==> src/itoa_fmt_pkg.sv <==
`timescale 1ns / 1ps
package itoa_fmt_pkg;
    localparam logic [1:0] CMD_SDEC = 2'd0;
    localparam logic [1:0] CMD_UDEC = 2'd1;
    localparam logic [1:0] CMD_HEX  = 2'd2;
    localparam logic [1:0] CMD_NOP  = 2'd3;
    localparam int unsigned MAX_CHARS = 16;
    localparam int unsigned DEC_DIGITS = 10;
    localparam logic [7:0] ASCII_ZERO   = 8'd48;
    localparam logic [7:0] ASCII_LETTER = 8'd87;
    localparam logic [7:0] ASCII_MINUS  = 8'd45;

    typedef logic [3:0] t_nib;
    typedef t_nib [MAX_CHARS-1:0] t_digits;

    // Shift-add-3 correction of one BCD digit.
    function automatic t_nib add3(input t_nib d);
        add3 = (d >= 4'd5) ? t_nib'(d + 4'd3) : d;
    endfunction
endpackage

==> src/itoa_fmt_dd.sv <==
`timescale 1ns / 1ps
// One pipeline stage of double dabble: shift STEPS bits of the binary
// word into the BCD digits.
module itoa_fmt_dd #(
    parameter int STEPS = 8
) (
    input  logic                   i_clk,
    input  logic                   i_rst_n,
    input  logic                   i_en,
    input  logic                   i_vld,
    input  logic [31:0]            i_bin,
    input  itoa_fmt_pkg::t_digits  i_bcd,
    output logic                   o_vld,
    output logic [31:0]            o_bin,
    output itoa_fmt_pkg::t_digits  o_bcd
);
    import itoa_fmt_pkg::*;
    logic [31:0] n_bin;
    t_digits     n_bcd;
    logic [31:0] r_bin;
    t_digits     r_bcd;
    logic        r_vld;

    always_comb begin
        n_bin = i_bin;
        n_bcd = i_bcd;
        for (int s = 0; s < STEPS; s++) begin
            for (int d = 0; d < DEC_DIGITS; d++) n_bcd[d] = add3(n_bcd[d]);
            for (int d = DEC_DIGITS - 1; d > 0; d--)
                n_bcd[d] = {n_bcd[d][2:0], n_bcd[d-1][3]};
            n_bcd[0] = {n_bcd[0][2:0], n_bin[31]};
            n_bin = {n_bin[30:0], 1'b0};
        end
    end

    always_ff @(posedge i_clk) begin
        if (!i_rst_n) begin
            r_vld <= 1'b0;
        end else if (i_en) begin
            r_vld <= i_vld;
        end
        if (i_en) begin
            r_bin <= n_bin;
            r_bcd <= n_bcd;
        end
    end

    assign o_vld = r_vld;
    assign o_bin = r_bin;
    assign o_bcd = r_bcd;
endmodule

==> src/integer_to_ascii_formatter_core.sv <==
`timescale 1ns / 1ps
// Integer to ASCII formatter.
// Input channel (i_valid/o_ready): one word holds a mode (i_cmd) and a
// 64-bit number (i_value). Mode 0 prints the low 32 bits as signed decimal,
// mode 1 as unsigned decimal, mode 2 prints all 64 bits as lowercase hex.
// Mode 3 words are taken and dropped with no output.
// Output channel (o_valid/i_ready): one character per word, most significant
// first, no leading zeros; the final character has o_last_char set and
// o_char_count holds the string length (1..16), zero on other characters.
// Pipeline: a word passes a front stage that forms the magnitude, four
// double-dabble stages (8 bits each), and lands in the emit register.
// Throughput: the emit register sends one character per cycle while i_ready
// is high; the pipeline advances only when the emit register is free, so
// words behind queue up.
// Stall: with i_ready low and a character waiting, the pipeline holds; nothing is lost or repeated.
// Reset clears all valid bits; no word is in flight afterwards.
module integer_to_ascii_formatter_core (
    input  logic        i_clk,
    input  logic        i_rst_n,
    input  logic        i_valid,
    output logic        o_ready,
    input  logic [1:0]  i_cmd,
    input  logic [63:0] i_value,
    output logic        o_valid,
    input  logic        i_ready,
    output logic [7:0]  o_ascii_char,
    output logic        o_last_char,
    output logic [4:0]  o_char_count
);
    import itoa_fmt_pkg::*;

    localparam int NSTG = 4;

    // Emit register: digits, count, index, sign.
    logic        r_e_vld;
    t_digits     r_e_dig;
    logic [4:0]  r_e_cnt;
    logic [4:0]  r_e_idx;
    logic        r_e_neg;
    logic        adv;
    logic        e_done;

    assign e_done = r_e_vld && i_ready && (r_e_idx == r_e_cnt - 5'd1);
    assign adv    = !r_e_vld || e_done;
    assign o_ready = adv;

    // Front stage: drop unused mode, form magnitude.
    logic        r_f_vld;
    logic        r_f_neg;
    logic        r_f_hex;
    logic [63:0] r_f_val;
    logic [31:0] n_mag;

    always_comb begin
        n_mag = i_value[31:0];
        if (i_cmd == CMD_SDEC && i_value[31]) n_mag = 32'(~i_value[31:0] + 32'd1);
    end

    always_ff @(posedge i_clk) begin
        if (!i_rst_n) begin
            r_f_vld <= 1'b0;
        end else if (adv) begin
            r_f_vld <= i_valid && (i_cmd != CMD_NOP);
        end
        if (adv) begin
            r_f_neg <= (i_cmd == CMD_SDEC) && i_value[31];
            r_f_hex <= (i_cmd == CMD_HEX);
            r_f_val <= {i_value[63:32], (i_cmd == CMD_HEX) ? i_value[31:0] : n_mag};
        end
    end

    // Double-dabble stages; hex and sign ride alongside.
    logic [NSTG:0]      s_vld;
    logic [31:0]        s_bin [NSTG+1];
    t_digits            s_bcd [NSTG+1];
    logic [NSTG-1:0]    r_s_neg;
    logic [NSTG-1:0]    r_s_hex;
    logic [63:0]        r_s_val [NSTG];

    assign s_vld[0] = r_f_vld;
    assign s_bin[0] = r_f_val[31:0];
    assign s_bcd[0] = '0;

    for (genvar g = 0; g < NSTG; g++) begin : g_dd
        itoa_fmt_dd #(.STEPS(32 / NSTG)) u_dd (
            .i_clk(i_clk), .i_rst_n(i_rst_n), .i_en(adv),
            .i_vld(s_vld[g]), .i_bin(s_bin[g]), .i_bcd(s_bcd[g]),
            .o_vld(s_vld[g+1]), .o_bin(s_bin[g+1]), .o_bcd(s_bcd[g+1])
        );
    end

    always_ff @(posedge i_clk) begin
        if (adv) begin
            r_s_neg    <= {r_s_neg[NSTG-2:0], r_f_neg};
            r_s_hex    <= {r_s_hex[NSTG-2:0], r_f_hex};
            r_s_val[0] <= r_f_val;
            for (int g = 1; g < NSTG; g++) r_s_val[g] <= r_s_val[g-1];
        end
    end

    // Digit select and leading-zero count for the emit register.
    t_digits    n_dig;
    logic [4:0] n_nd;

    always_comb begin
        if (r_s_hex[NSTG-1]) begin
            for (int d = 0; d < MAX_CHARS; d++) n_dig[d] = r_s_val[NSTG-1][4*d +: 4];
        end else begin
            n_dig = s_bcd[NSTG];
        end
        n_nd = 5'd1;
        for (int d = 1; d < MAX_CHARS; d++) if (n_dig[d] != 4'd0) n_nd = 5'(d + 1);
    end

    always_ff @(posedge i_clk) begin
        if (!i_rst_n) begin
            r_e_vld <= 1'b0;
        end else if (adv) begin
            r_e_vld <= s_vld[NSTG];
        end
        if (adv) begin
            r_e_dig <= n_dig;
            r_e_neg <= r_s_neg[NSTG-1];
            r_e_cnt <= 5'(n_nd + {4'd0, r_s_neg[NSTG-1]});
            r_e_idx <= 5'd0;
        end else if (r_e_vld && i_ready) begin
            r_e_idx <= r_e_idx + 5'd1;
        end
    end

    // Character at current index.
    logic [4:0] pos;
    t_nib       dig;
    assign pos = r_e_cnt - 5'd1 - r_e_idx;
    assign dig = r_e_dig[pos[3:0]];

    always_comb begin
        if (r_e_neg && r_e_idx == 5'd0) begin
            o_ascii_char = ASCII_MINUS;
        end else if (dig < 4'd10) begin
            o_ascii_char = ASCII_ZERO + {4'd0, dig};
        end else begin
            o_ascii_char = ASCII_LETTER + {4'd0, dig};
        end
    end

    assign o_valid      = r_e_vld;
    assign o_last_char  = (r_e_idx == r_e_cnt - 5'd1);
    assign o_char_count = o_last_char ? r_e_cnt : 5'd0;
endmodule

==> config.mk <==
export PLATFORM = sky130hd
export DESIGN_NAME = integer_to_ascii_formatter_core
export DESIGN_NICKNAME = d
export VERILOG_FILES = /design/src/itoa_fmt_pkg.sv /design/src/itoa_fmt_dd.sv /design/src/integer_to_ascii_formatter_core.sv
export SDC_FILE = /design/constraint.sdc
export NUM_CORES = 1
export LEC_CHECK = 0
export ABC_AREA = 1
export BUFFER_PORTS_ARGS = -buffer_cell sky130_fd_sc_hd__buf_2
export CAP_MARGIN = 0
export CORE_ASPECT_RATIO = 0.75
export CORE_MARGIN = 2
export CORE_UTILIZATION = 37
export CTS_CLUSTER_DIAMETER = 50
export DETAILED_ROUTE_END_ITERATION = 10
export PLACE_DENSITY = 0.59
export SYNTH_ARGS = -nofsm -noshare
export SYNTH_HDL_FRONTEND = slang
export SYNTH_SLANG_ARGS = --single-unit
==> constraint.sdc <==
create_clock -name i_clk -period 35.3 [get_ports i_clk]
set_input_delay 1.765 -clock i_clk [delete_from_list [all_inputs] [get_ports i_clk]]
set_output_delay 1.765 -clock i_clk [all_outputs]
set_load 0.03 [all_outputs]
# == After elaboration in Yosys (flattened, before gate mapping) ==
# Memory sizes are Yosys's and may differ from the RTL's.
# Cells that the tools add are included.
# word_totals
ff_bits,352
wordCells,930
in_bits,70
out_inout_bits,16
n_memories,1
ramBits,256
# classes
mux,290
n_bitwise,1
n_reduce_logical,24
magnitude_cmp,267
addsub,272
eq_ne,3
# mem_list
name,depth,word_bits,rd,rd_ports_with_merged_regs,write_ports,line_no,text
r_s_val,4,64,4,0,4,integer_to_ascii_formatter_core.sv:78,logic [63:0] r_s_val [NSTG];
# ops
op,count
4-bit by 3-bit >= comparator with 1-bit output (second input constant),255
4-bit two-way mux,243
4-bit by 2-bit adder with 4-bit output (second input constant),234
5-bit two-way mux,15
3-bit two-way mux,22
32-bit two-way mux,2
64-bit two-way mux,1
3-bit by 2-bit adder with 3-bit output (second input constant),21
4-bit nonzero test,15
32-bit by 1-bit adder with 32-bit output (second input constant),1
32-bit inverter,1
1-bit by 2-bit adder with 3-bit output (second input constant),10
1-bit by 3-bit >= comparator with 1-bit output (second input constant),10
4-bit binary-select mux with 4-bit select,1
8-bit two-way mux,2
7-bit by 4-bit adder with 8-bit output (first input constant),1
6-bit by 4-bit adder with 7-bit output (first input constant),1
5-bit by 1-bit adder with 5-bit output,1
5-bit by 1-bit adder with 5-bit output (second input constant),1
5-bit equality test,1
1-bit logical AND,5
5-bit zero test,1
4-bit by 5-bit less-than comparator with 1-bit output (second input constant),1
5-bit by 1-bit subtractor with 5-bit output (second input constant),1
9 further kinds,11

# == Longest topological paths before layout ==
# Gate-level depths: netlist of run 1.
# An unclocked memory read counts as a cell.
# logic_depth
ltp_word,19
depth_mapped,49
depth_no_buf,49

# == Modules after synthesis ==
# Synthesis of run 1 repeated with hierarchy kept, for this count alone.
# unflattened
hier_cells,7482
hier_area_um2,60002.5
# by_module_without_submodules
mod,cells_each,area_per_inst_um2,n_inst,seq_area_each_um2
itoa_fmt_dd,1604,11135.7,4,2662.6
integer_to_ascii_formatter_core,1066,15459.8,1,12151.7

# == Worst setup path after synthesis of run 1 ==
# No wires, ideal clock.
# synth_timing
path_type,flip-flop to output port
start,reg r_e_cnt[0]
end,out o_ready
stages_incl_launch_ff,10
path_slack_ns,16.995
required_ns,33.535
t_arrival_ns,16.540
cell_sequence,edfxtp_1 > inv_1 > ha_1 > xor2_1 > ha_1 > nand2_1 > nor4_1 > inv_1 > o21ai_0 > clkbuf_1
# synth_between
elab_chain_cells,4
# synth_lines
item,line_no,text
from (decl),integer_to_ascii_formatter_core.sv:37,logic [4:0] r_e_cnt;
from (signal assigned),integer_to_ascii_formatter_core.sv:124,"r_e_cnt <= 5'(n_nd + {4'd0, r_s_neg[NSTG-1]});"
5-bit by 1-bit subtractor with 5-bit output,n/a,
5-bit equality test,n/a,
via o_last_char,integer_to_ascii_formatter_core.sv:27,"output logic o_last_char,"
1-bit logical AND,integer_to_ascii_formatter_core.sv:43,assign e_done = r_e_vld && i_ready && (r_e_idx == r_e_cnt - 5'd1);
1-bit logical OR,integer_to_ascii_formatter_core.sv:44,assign adv = !r_e_vld || e_done;
to (decl),integer_to_ascii_formatter_core.sv:21,"output logic o_ready,"
# The timed path passes the listed nets, and every way through them passes these cells.

# == Worst setup path after layout of run 1 ==
# layout_timing
start,reg r_e_cnt[0]
end,reg r_f_vld
# layout_between
elab_chain_cells,4
# layout_lines
item,line_no,text
5-bit by 1-bit subtractor with 5-bit output,integer_to_ascii_formatter_core.sv:43,
5-bit equality test,integer_to_ascii_formatter_core.sv:43,
1-bit logical AND,integer_to_ascii_formatter_core.sv:43,
1-bit logical OR,integer_to_ascii_formatter_core.sv:44,
to (signal assigned),integer_to_ascii_formatter_core.sv:63,r_f_vld <= i_valid && (i_cmd != CMD_NOP);
to (decl),integer_to_ascii_formatter_core.sv:48,logic r_f_vld;
# No other way between the ends.
# A chain may end at the register's enable or synchronous reset.

==> run metrics, run 1 <==
number of flops mapped to enable cells by yosys=between 400 and 500; post-synthesis cell type count=59; via density per instance=roughly 4.7; number of placed instances with taps included=5271; Placeable Area=89700 sq um; Top Ports=between 80 and 90; Final TNS setup=0 ns; number of DRC violations after detailed routing=0; most common library cell in the layout ignoring fill and taps=sky130_fd_sc_hd__nand2_1; Die Ht=265 microns; clock tree from TritonCTS=built; cell area after synthesis=33600 sq um; number of antenna violations at the first check in global routing=2; clock latency of the later-clocked register in the worst-skew pair=just under 0.6 ns; data arrival at the endpoint of the critical path=between 6 and 7 ns; Row Count=95; Crit. End Element=flip-flop; GR Overflow Total=0; measured slew at the worst slew-check pin=1.05 ns; cell count of the worst hold path=0; Avg Synthesized Cell Area=8.42 sq um; buffer type at the clock tree root=sky130_fd_sc_hd__clkbuf_16; weighted congestion at the end of routability-driven global placement=0.824; Post-layout nets=4330; 1st-iter DRT viols=1470; Layout area overhead=11.0%; total routing resource utilization after global routing=14.3%; gate count after technology mapping=3987; final worst hold slack=0.417 ns; via count of the first global-routing pass=23.2k; Port Buffer Count=slightly above 80; final hold violation count=0; most frequent cells in the layout=1165 x sky130_fd_sc_hd__nand2_1, 635 x sky130_fd_sc_hd__inv_1, 498 x sky130_fd_sc_hd__edfxtp_1, 334 x sky130_fd_sc_hd__nand3_1, 203 x sky130_fd_sc_hd__nand2_2; pre-CTS setup slack=29.12 ns; slowest cell on the critical path=sky130_fd_sc_hd__ha_1; wirelength, routed=65.9 mm; share of the cycle needed by the critical path after routing=17.2%; top_reg_cell synth=sky130_fd_sc_hd__edfxtp_1; Tmin final=6.07 ns; Final Instance Count excl. Fillers=5368; MaxCap Viol Count=0; Mapped Nets=4204; number of warnings reported in the yosys synthesis log=0; number of cells on the worst reg-to-reg path=12; post-CTS setup repair buffer count=0; drt wl/cell=12.3 microns; top fanout value on the critical path=79; Initial Util=37.4%; result of the run=completed; clk sinks=509; cells along the critical path=ha_1 -> inv_1 -> nor4_1 -> inv_1 -> o21ai_4 -> buf_4 -> buf_4 -> buf_4 -> buf_4 -> inv_1 -> a21oi_1 -> nor2_1; HPWL after detailed placement=51.0 mm; CP Class=reg2reg; number of instances resized during post-cts repair=0; TritonRoute pass-1 iters=6; number of flip-flops and latches in the synthesized netlist=509; smallest setup slack after layout=29.23 ns; width of the die=352 microns; Seq/Total Area, Yosys=45.2%; type of element launching the critical path=flip-flop; cts-stage hold buffer count=0; unrepaired setup endpoints after global routing=false; number of nets still failing antenna checks after routing=0; first-pass GRT wire length=111 mm; vias post-DR=between 20k and 30k; H-tree levels=2; worst slew slack as a fraction of its limit=30.3%; CTS Buffer Depth=3; Reg clk slew, reported paths=0.06 ns; pin count of the biggest net entering global routing=87; Critical Path Max Stage Delay=0.94 ns; required time of the critical path=35.78 ns; post-synthesis async set-or-reset flop share=0%; share of cells above drive strength 1=14.9%; final-report max-slew violation count=0; Final setup violation count=0; maximum frequency from static timing analysis=roughly 160 MHz; most used cell along the critical path=sky130_fd_sc_hd__buf_4; area of the die=93200 sq um; class of the tightest hold or removal check=reg2reg; CTS buffer count=52; maximum clock skew at final layout=0.0132 ns
==> cells by family after synthesis <==
group	count (synthesis)	share of synthesized area [%]
AOI/OAI and AO/OA	317	6.02
xor gates and xnor gates	117	3.33
adders and majority gates	147	5.50
buffers and inverters	686	7.70
DFF	509	45.2
muxes	29	0.865
other	2	0.0224
and+or+nand+nor	2180	31.4
==> routing by layer <==
metal / global-route usage, % / vias to the layer above / wire length (microns)
met5: 0 / - / 0
met4: 2.71 / 0 / 886
met3: 1.80 / 57 / 2750
met2: 20.4 / 338 / 26000
met1: 22.8 / 11485 / 36300
li1: - / 13489 / -
==> cell usage after synthesis (10+ instances only) <==
cell	n	share of area, %
sky130_fd_sc_hd__dfxtp_1	11	0.66
sky130_fd_sc_hd__inv_2	24	0.27
sky130_fd_sc_hd__nor3_1	10	0.15
sky130_fd_sc_hd__o21ai_0	94	1.4
sky130_fd_sc_hd__nand2_2	203	3.8
sky130_fd_sc_hd__ha_1	146	5.4
sky130_fd_sc_hd__nand2_4	14	0.47
sky130_fd_sc_hd__edfxtp_1	498	45
sky130_fd_sc_hd__nor2_1	129	1.4
sky130_fd_sc_hd__nand2_1	1165	13
sky130_fd_sc_hd__a21o_1	30	0.67
sky130_fd_sc_hd__o32ai_1	16	0.42
sky130_fd_sc_hd__inv_1	635	7.1
sky130_fd_sc_hd__mux2i_1	29	0.86
sky130_fd_sc_hd__nand3_1	334	5.0
sky130_fd_sc_hd__xor2_1	87	2.3
sky130_fd_sc_hd__o21ai_1	41	0.61
sky130_fd_sc_hd__o21ai_2	49	1.3
sky130_fd_sc_hd__and2_1	33	0.61
sky130_fd_sc_hd__nor4_1	18	0.34
sky130_fd_sc_hd__clkbuf_1	17	0.19
sky130_fd_sc_hd__a21oi_1	44	0.66
sky130_fd_sc_hd__nand3_2	104	3.1
sky130_fd_sc_hd__nand4_1	129	2.4
sky130_fd_sc_hd__nand3b_1	17	0.38
sky130_fd_sc_hd__xnor2_1	19	0.50
==> final cells by class <==
cell class | count | area, sq um
antenna | 1 | 2.50
clock inverter | 37 | 412
tap | 1212 | 1520
sequential | 509 | 15200
timing repair buffer | 95 | 505
fill | 8808 | 52500
multi-input combinational | 2792 | 15800
inverter | 663 | 2490
clock buffer | 59 | 1330
==> through the flow <==
stage	util, %	area, sq um
2_1_floorplan	-	33600
3_3_place_gp	39.6	35500
3_5_place_dp	39.6	35500
4_1_cts	41.5	37300
5_1_grt	41.5	37300
6_report	41.5	37300
==> path summary, 6_finish.rpt <==
path	start	endpoint	slack, ns
max	r_e_cnt[0]	r_f_vld	29.23
min	r_s_hex[2]	r_s_hex[3]	0.42
max reg2reg	r_e_cnt[0]	r_f_vld	29.23
min reg2reg	r_s_hex[2]	r_s_hex[3]	0.42
==> flip-flops by register name (all words and copies together) (netlist names) <==
register,count
r_s_val,207
g_dd.u_dd.o_bcd,102
r_e_dig,64
r_f_val,64
g_dd.u_dd.o_bin,45
r_e_cnt,5
r_e_idx,5
g_dd.u_dd.o_vld,4
r_s_hex,4
r_s_neg,4
o_valid,1
r_e_neg,1
r_f_hex,1
r_f_neg,1
r_f_vld,1
==> critical path: cells and delay by family (launching register included) <==
kind / cells / cell delay [ns]
buf+inv: 7 / 3.74
fa+ha+maj: 1 / 0.94
simple gates: 2 / 0.44
flops: 1 / 0.39
compound gates: 2 / 0.36
Power of run 1 is left out: the tool's default activity adds up to more than one toggle a clock period on the data nets, which glitch-free logic cannot reach.
==> run 2: changes to the inputs <==
Settings changed: PLACE_DENSITY 0.59 to 0.61.
Clock period 35.3 ns to 4.85 ns, I/O delays scaled along.
==> run metrics, run 2 (synthesis results as in run 1) <==
via density per instance=4.79; required time of the critical path=5.22 ns; drt wl/cell=13.3 microns; CTS Buffer Depth=3; Tmin final=5.10 ns; Port Buffer Count=83; area of the die=93200 sq um; Placeable Area=89700 sq um; buffer type at the clock tree root=sky130_fd_sc_hd__clkbuf_16; antenna cell count=0; CTS buffer count=52; H-tree levels=2; top fanout value on the critical path=6; Crit. End Element=flip-flop; via count of the first global-routing pass=27.3k; number of antenna violations at the first check in global routing=1; maximum frequency from static timing analysis=196 MHz; width of the die=352 microns; 1st-iter DRT viols=1550; MaxCap Viol Count=0; number of nets still failing antenna checks after routing=0; smallest setup slack after layout=-0.253 ns; final-report max-slew violation count=0; result of the run=complete, but fails checks; worst slew slack as a fraction of its limit=28.4%; Row Count=95; Top Ports=86; total routing resource utilization after global routing=roughly 16%; HPWL after detailed placement=52.7 mm; most used cell along the critical path=sky130_fd_sc_hd__nand2_2; clock latency of the later-clocked register in the worst-skew pair=0.62 ns; Non-Filler Cell Area, Final=51000 sq um; wirelength, routed=between 80 and 90 mm; Post-layout nets=5218; most frequent cells in the layout=734 x sky130_fd_sc_hd__buf_4, 732 x sky130_fd_sc_hd__nand2_1, 498 x sky130_fd_sc_hd__edfxtp_1, 473 x sky130_fd_sc_hd__inv_1, 406 x sky130_fd_sc_hd__nand2_2; class of the tightest hold or removal check=in2reg; Reg clk slew, reported paths=0.06 ns; TritonRoute pass-1 iters=5; unrepaired setup endpoints after global routing=true; pin count of the biggest net entering global routing=107; measured slew at the worst slew-check pin=1.06 ns; register containing the most flip-flops in the final layout=r_s_val; data arrival at the endpoint of the critical path=5.48 ns; Layout Utilization=56.8%; Filler Cell Count=7282; area post-placement=40000 sq um; most common library cell in the layout ignoring fill and taps=sky130_fd_sc_hd__buf_4; Critical Path Max Stage Delay=0.43 ns; Final setup violation count=33; weighted congestion at the end of routability-driven global placement=0.846; maximum clock skew at final layout=0.0176 ns; GR Layer Usage met2=25.4%; met1 track demand over resource in global routing=about 22%; clk sinks=509; vias post-DR=between 20k and 30k; number of DRC violations after detailed routing=0; type of element launching the critical path=flip-flop; Layout area overhead=51.9%; Largest register FFs=207; GR Overflow Total=0; share of cells above drive strength 1=47.9%; CP Class=reg2reg; most used routing layer in global routing=met2; Initial Util=37.4%; failing checks=setup timing; clock tree from TritonCTS=built; met3 track utilization from global routing=about 2.4%; Die Ht=265 microns; share of the cycle needed by the critical path after routing=105%; final hold violation count=0; first-pass GRT wire length=about 120 mm; slowest cell on the critical path=sky130_fd_sc_hd__edfxtp_1
-- run 2: cell types whose count changed in the layout (fill, tap and decap cells not counted), moves of 113 or more --
cell	previous run	this run
sky130_fd_sc_hd__inv_1	635	473
sky130_fd_sc_hd__buf_4	12	734
sky130_fd_sc_hd__inv_2	24	174
sky130_fd_sc_hd__nand3_1	334	184
sky130_fd_sc_hd__nand2_1	1165	732
sky130_fd_sc_hd__nand3_4	4	150
sky130_fd_sc_hd__ha_1	146	33
sky130_fd_sc_hd__nand2_2	203	406
sky130_fd_sc_hd__nand2_4	14	238
-- run 2: area by class of cell --
cell class	instances	area, sq um	share of cell area (%)
clock buffer	68	1450	2.85
multi-input combinational	2792	22100	43.4
clock inverter	30	392	0.768
sequential	509	15200	29.8
tap	1212	1520	2.97
timing repair buffer	983	7800	15.3
inverter	663	2520	4.95
-- run 2: through the flow --
stage	setup WS, ns	instances	hold slack [ns]	TNS (ns)
floorplan	-0.0257	3987	0.341	-0.0332
global placement	-0.285	5826	0.400	-9.14
detailed placement	-0.454	5826	0.405	-19.37
CTS	-0.132	6115	0.0105	-0.827
global route	-0.562	6257	0.0410	-24.47
finish	-0.253	6257	0.0381	-3.15
-- run 2: routing by layer --
| metal | up-vias | wire length [microns] | part of all wire (%) |
|---|---|---|---|
| met3 | 109 | 3170 | 3.8 |
| met5 | - | 0 | 0 |
| met1 | 14135 | 38300 | 46 |
| li1 | 15280 | - | - |
| met2 | 449 | 40400 | 49 |
| met4 | 0 | 1370 | 1.6 |
-- run 2: what timing repair did --
action,in CTS,in global routing
endpoints found under the setup margin,79,98
pin swaps,305,644
hold buffers,66,0
hold endpoints to repair,68,0
buffers inserted,126,157
resized for setup,399,1172
-- run 2: worst max-delay path, delay by kind of cell, from the launching register on --
kind	cells	cell delay, ns
adder cells (fa/ha/maj)	5	0.78
AND/OR/NAND/NOR	28	2.56
flip-flops	1	0.43
buffers and inverters	12	1.08
-- run 2: final timing paths --
| path | depth (start not counted) | from | end | slack (ns) |
|---|---|---|---|---|
| worst max-delay path | 45 | g_dd[2].u_dd.o_bcd[17] | g_dd[3].u_dd.o_bcd[18] | -0.25 |
| worst min-delay path | 3 | i_value[1] | r_f_val[1] | 0.04 |
| worst max register to register | 45 | g_dd[2].u_dd.o_bcd[17] | g_dd[3].u_dd.o_bcd[18] | -0.25 |
| worst min register to register | 0 | r_s_val[0][31] | r_s_val[1][31] | 0.40 |
Power of run 2 is left out for the same reason.
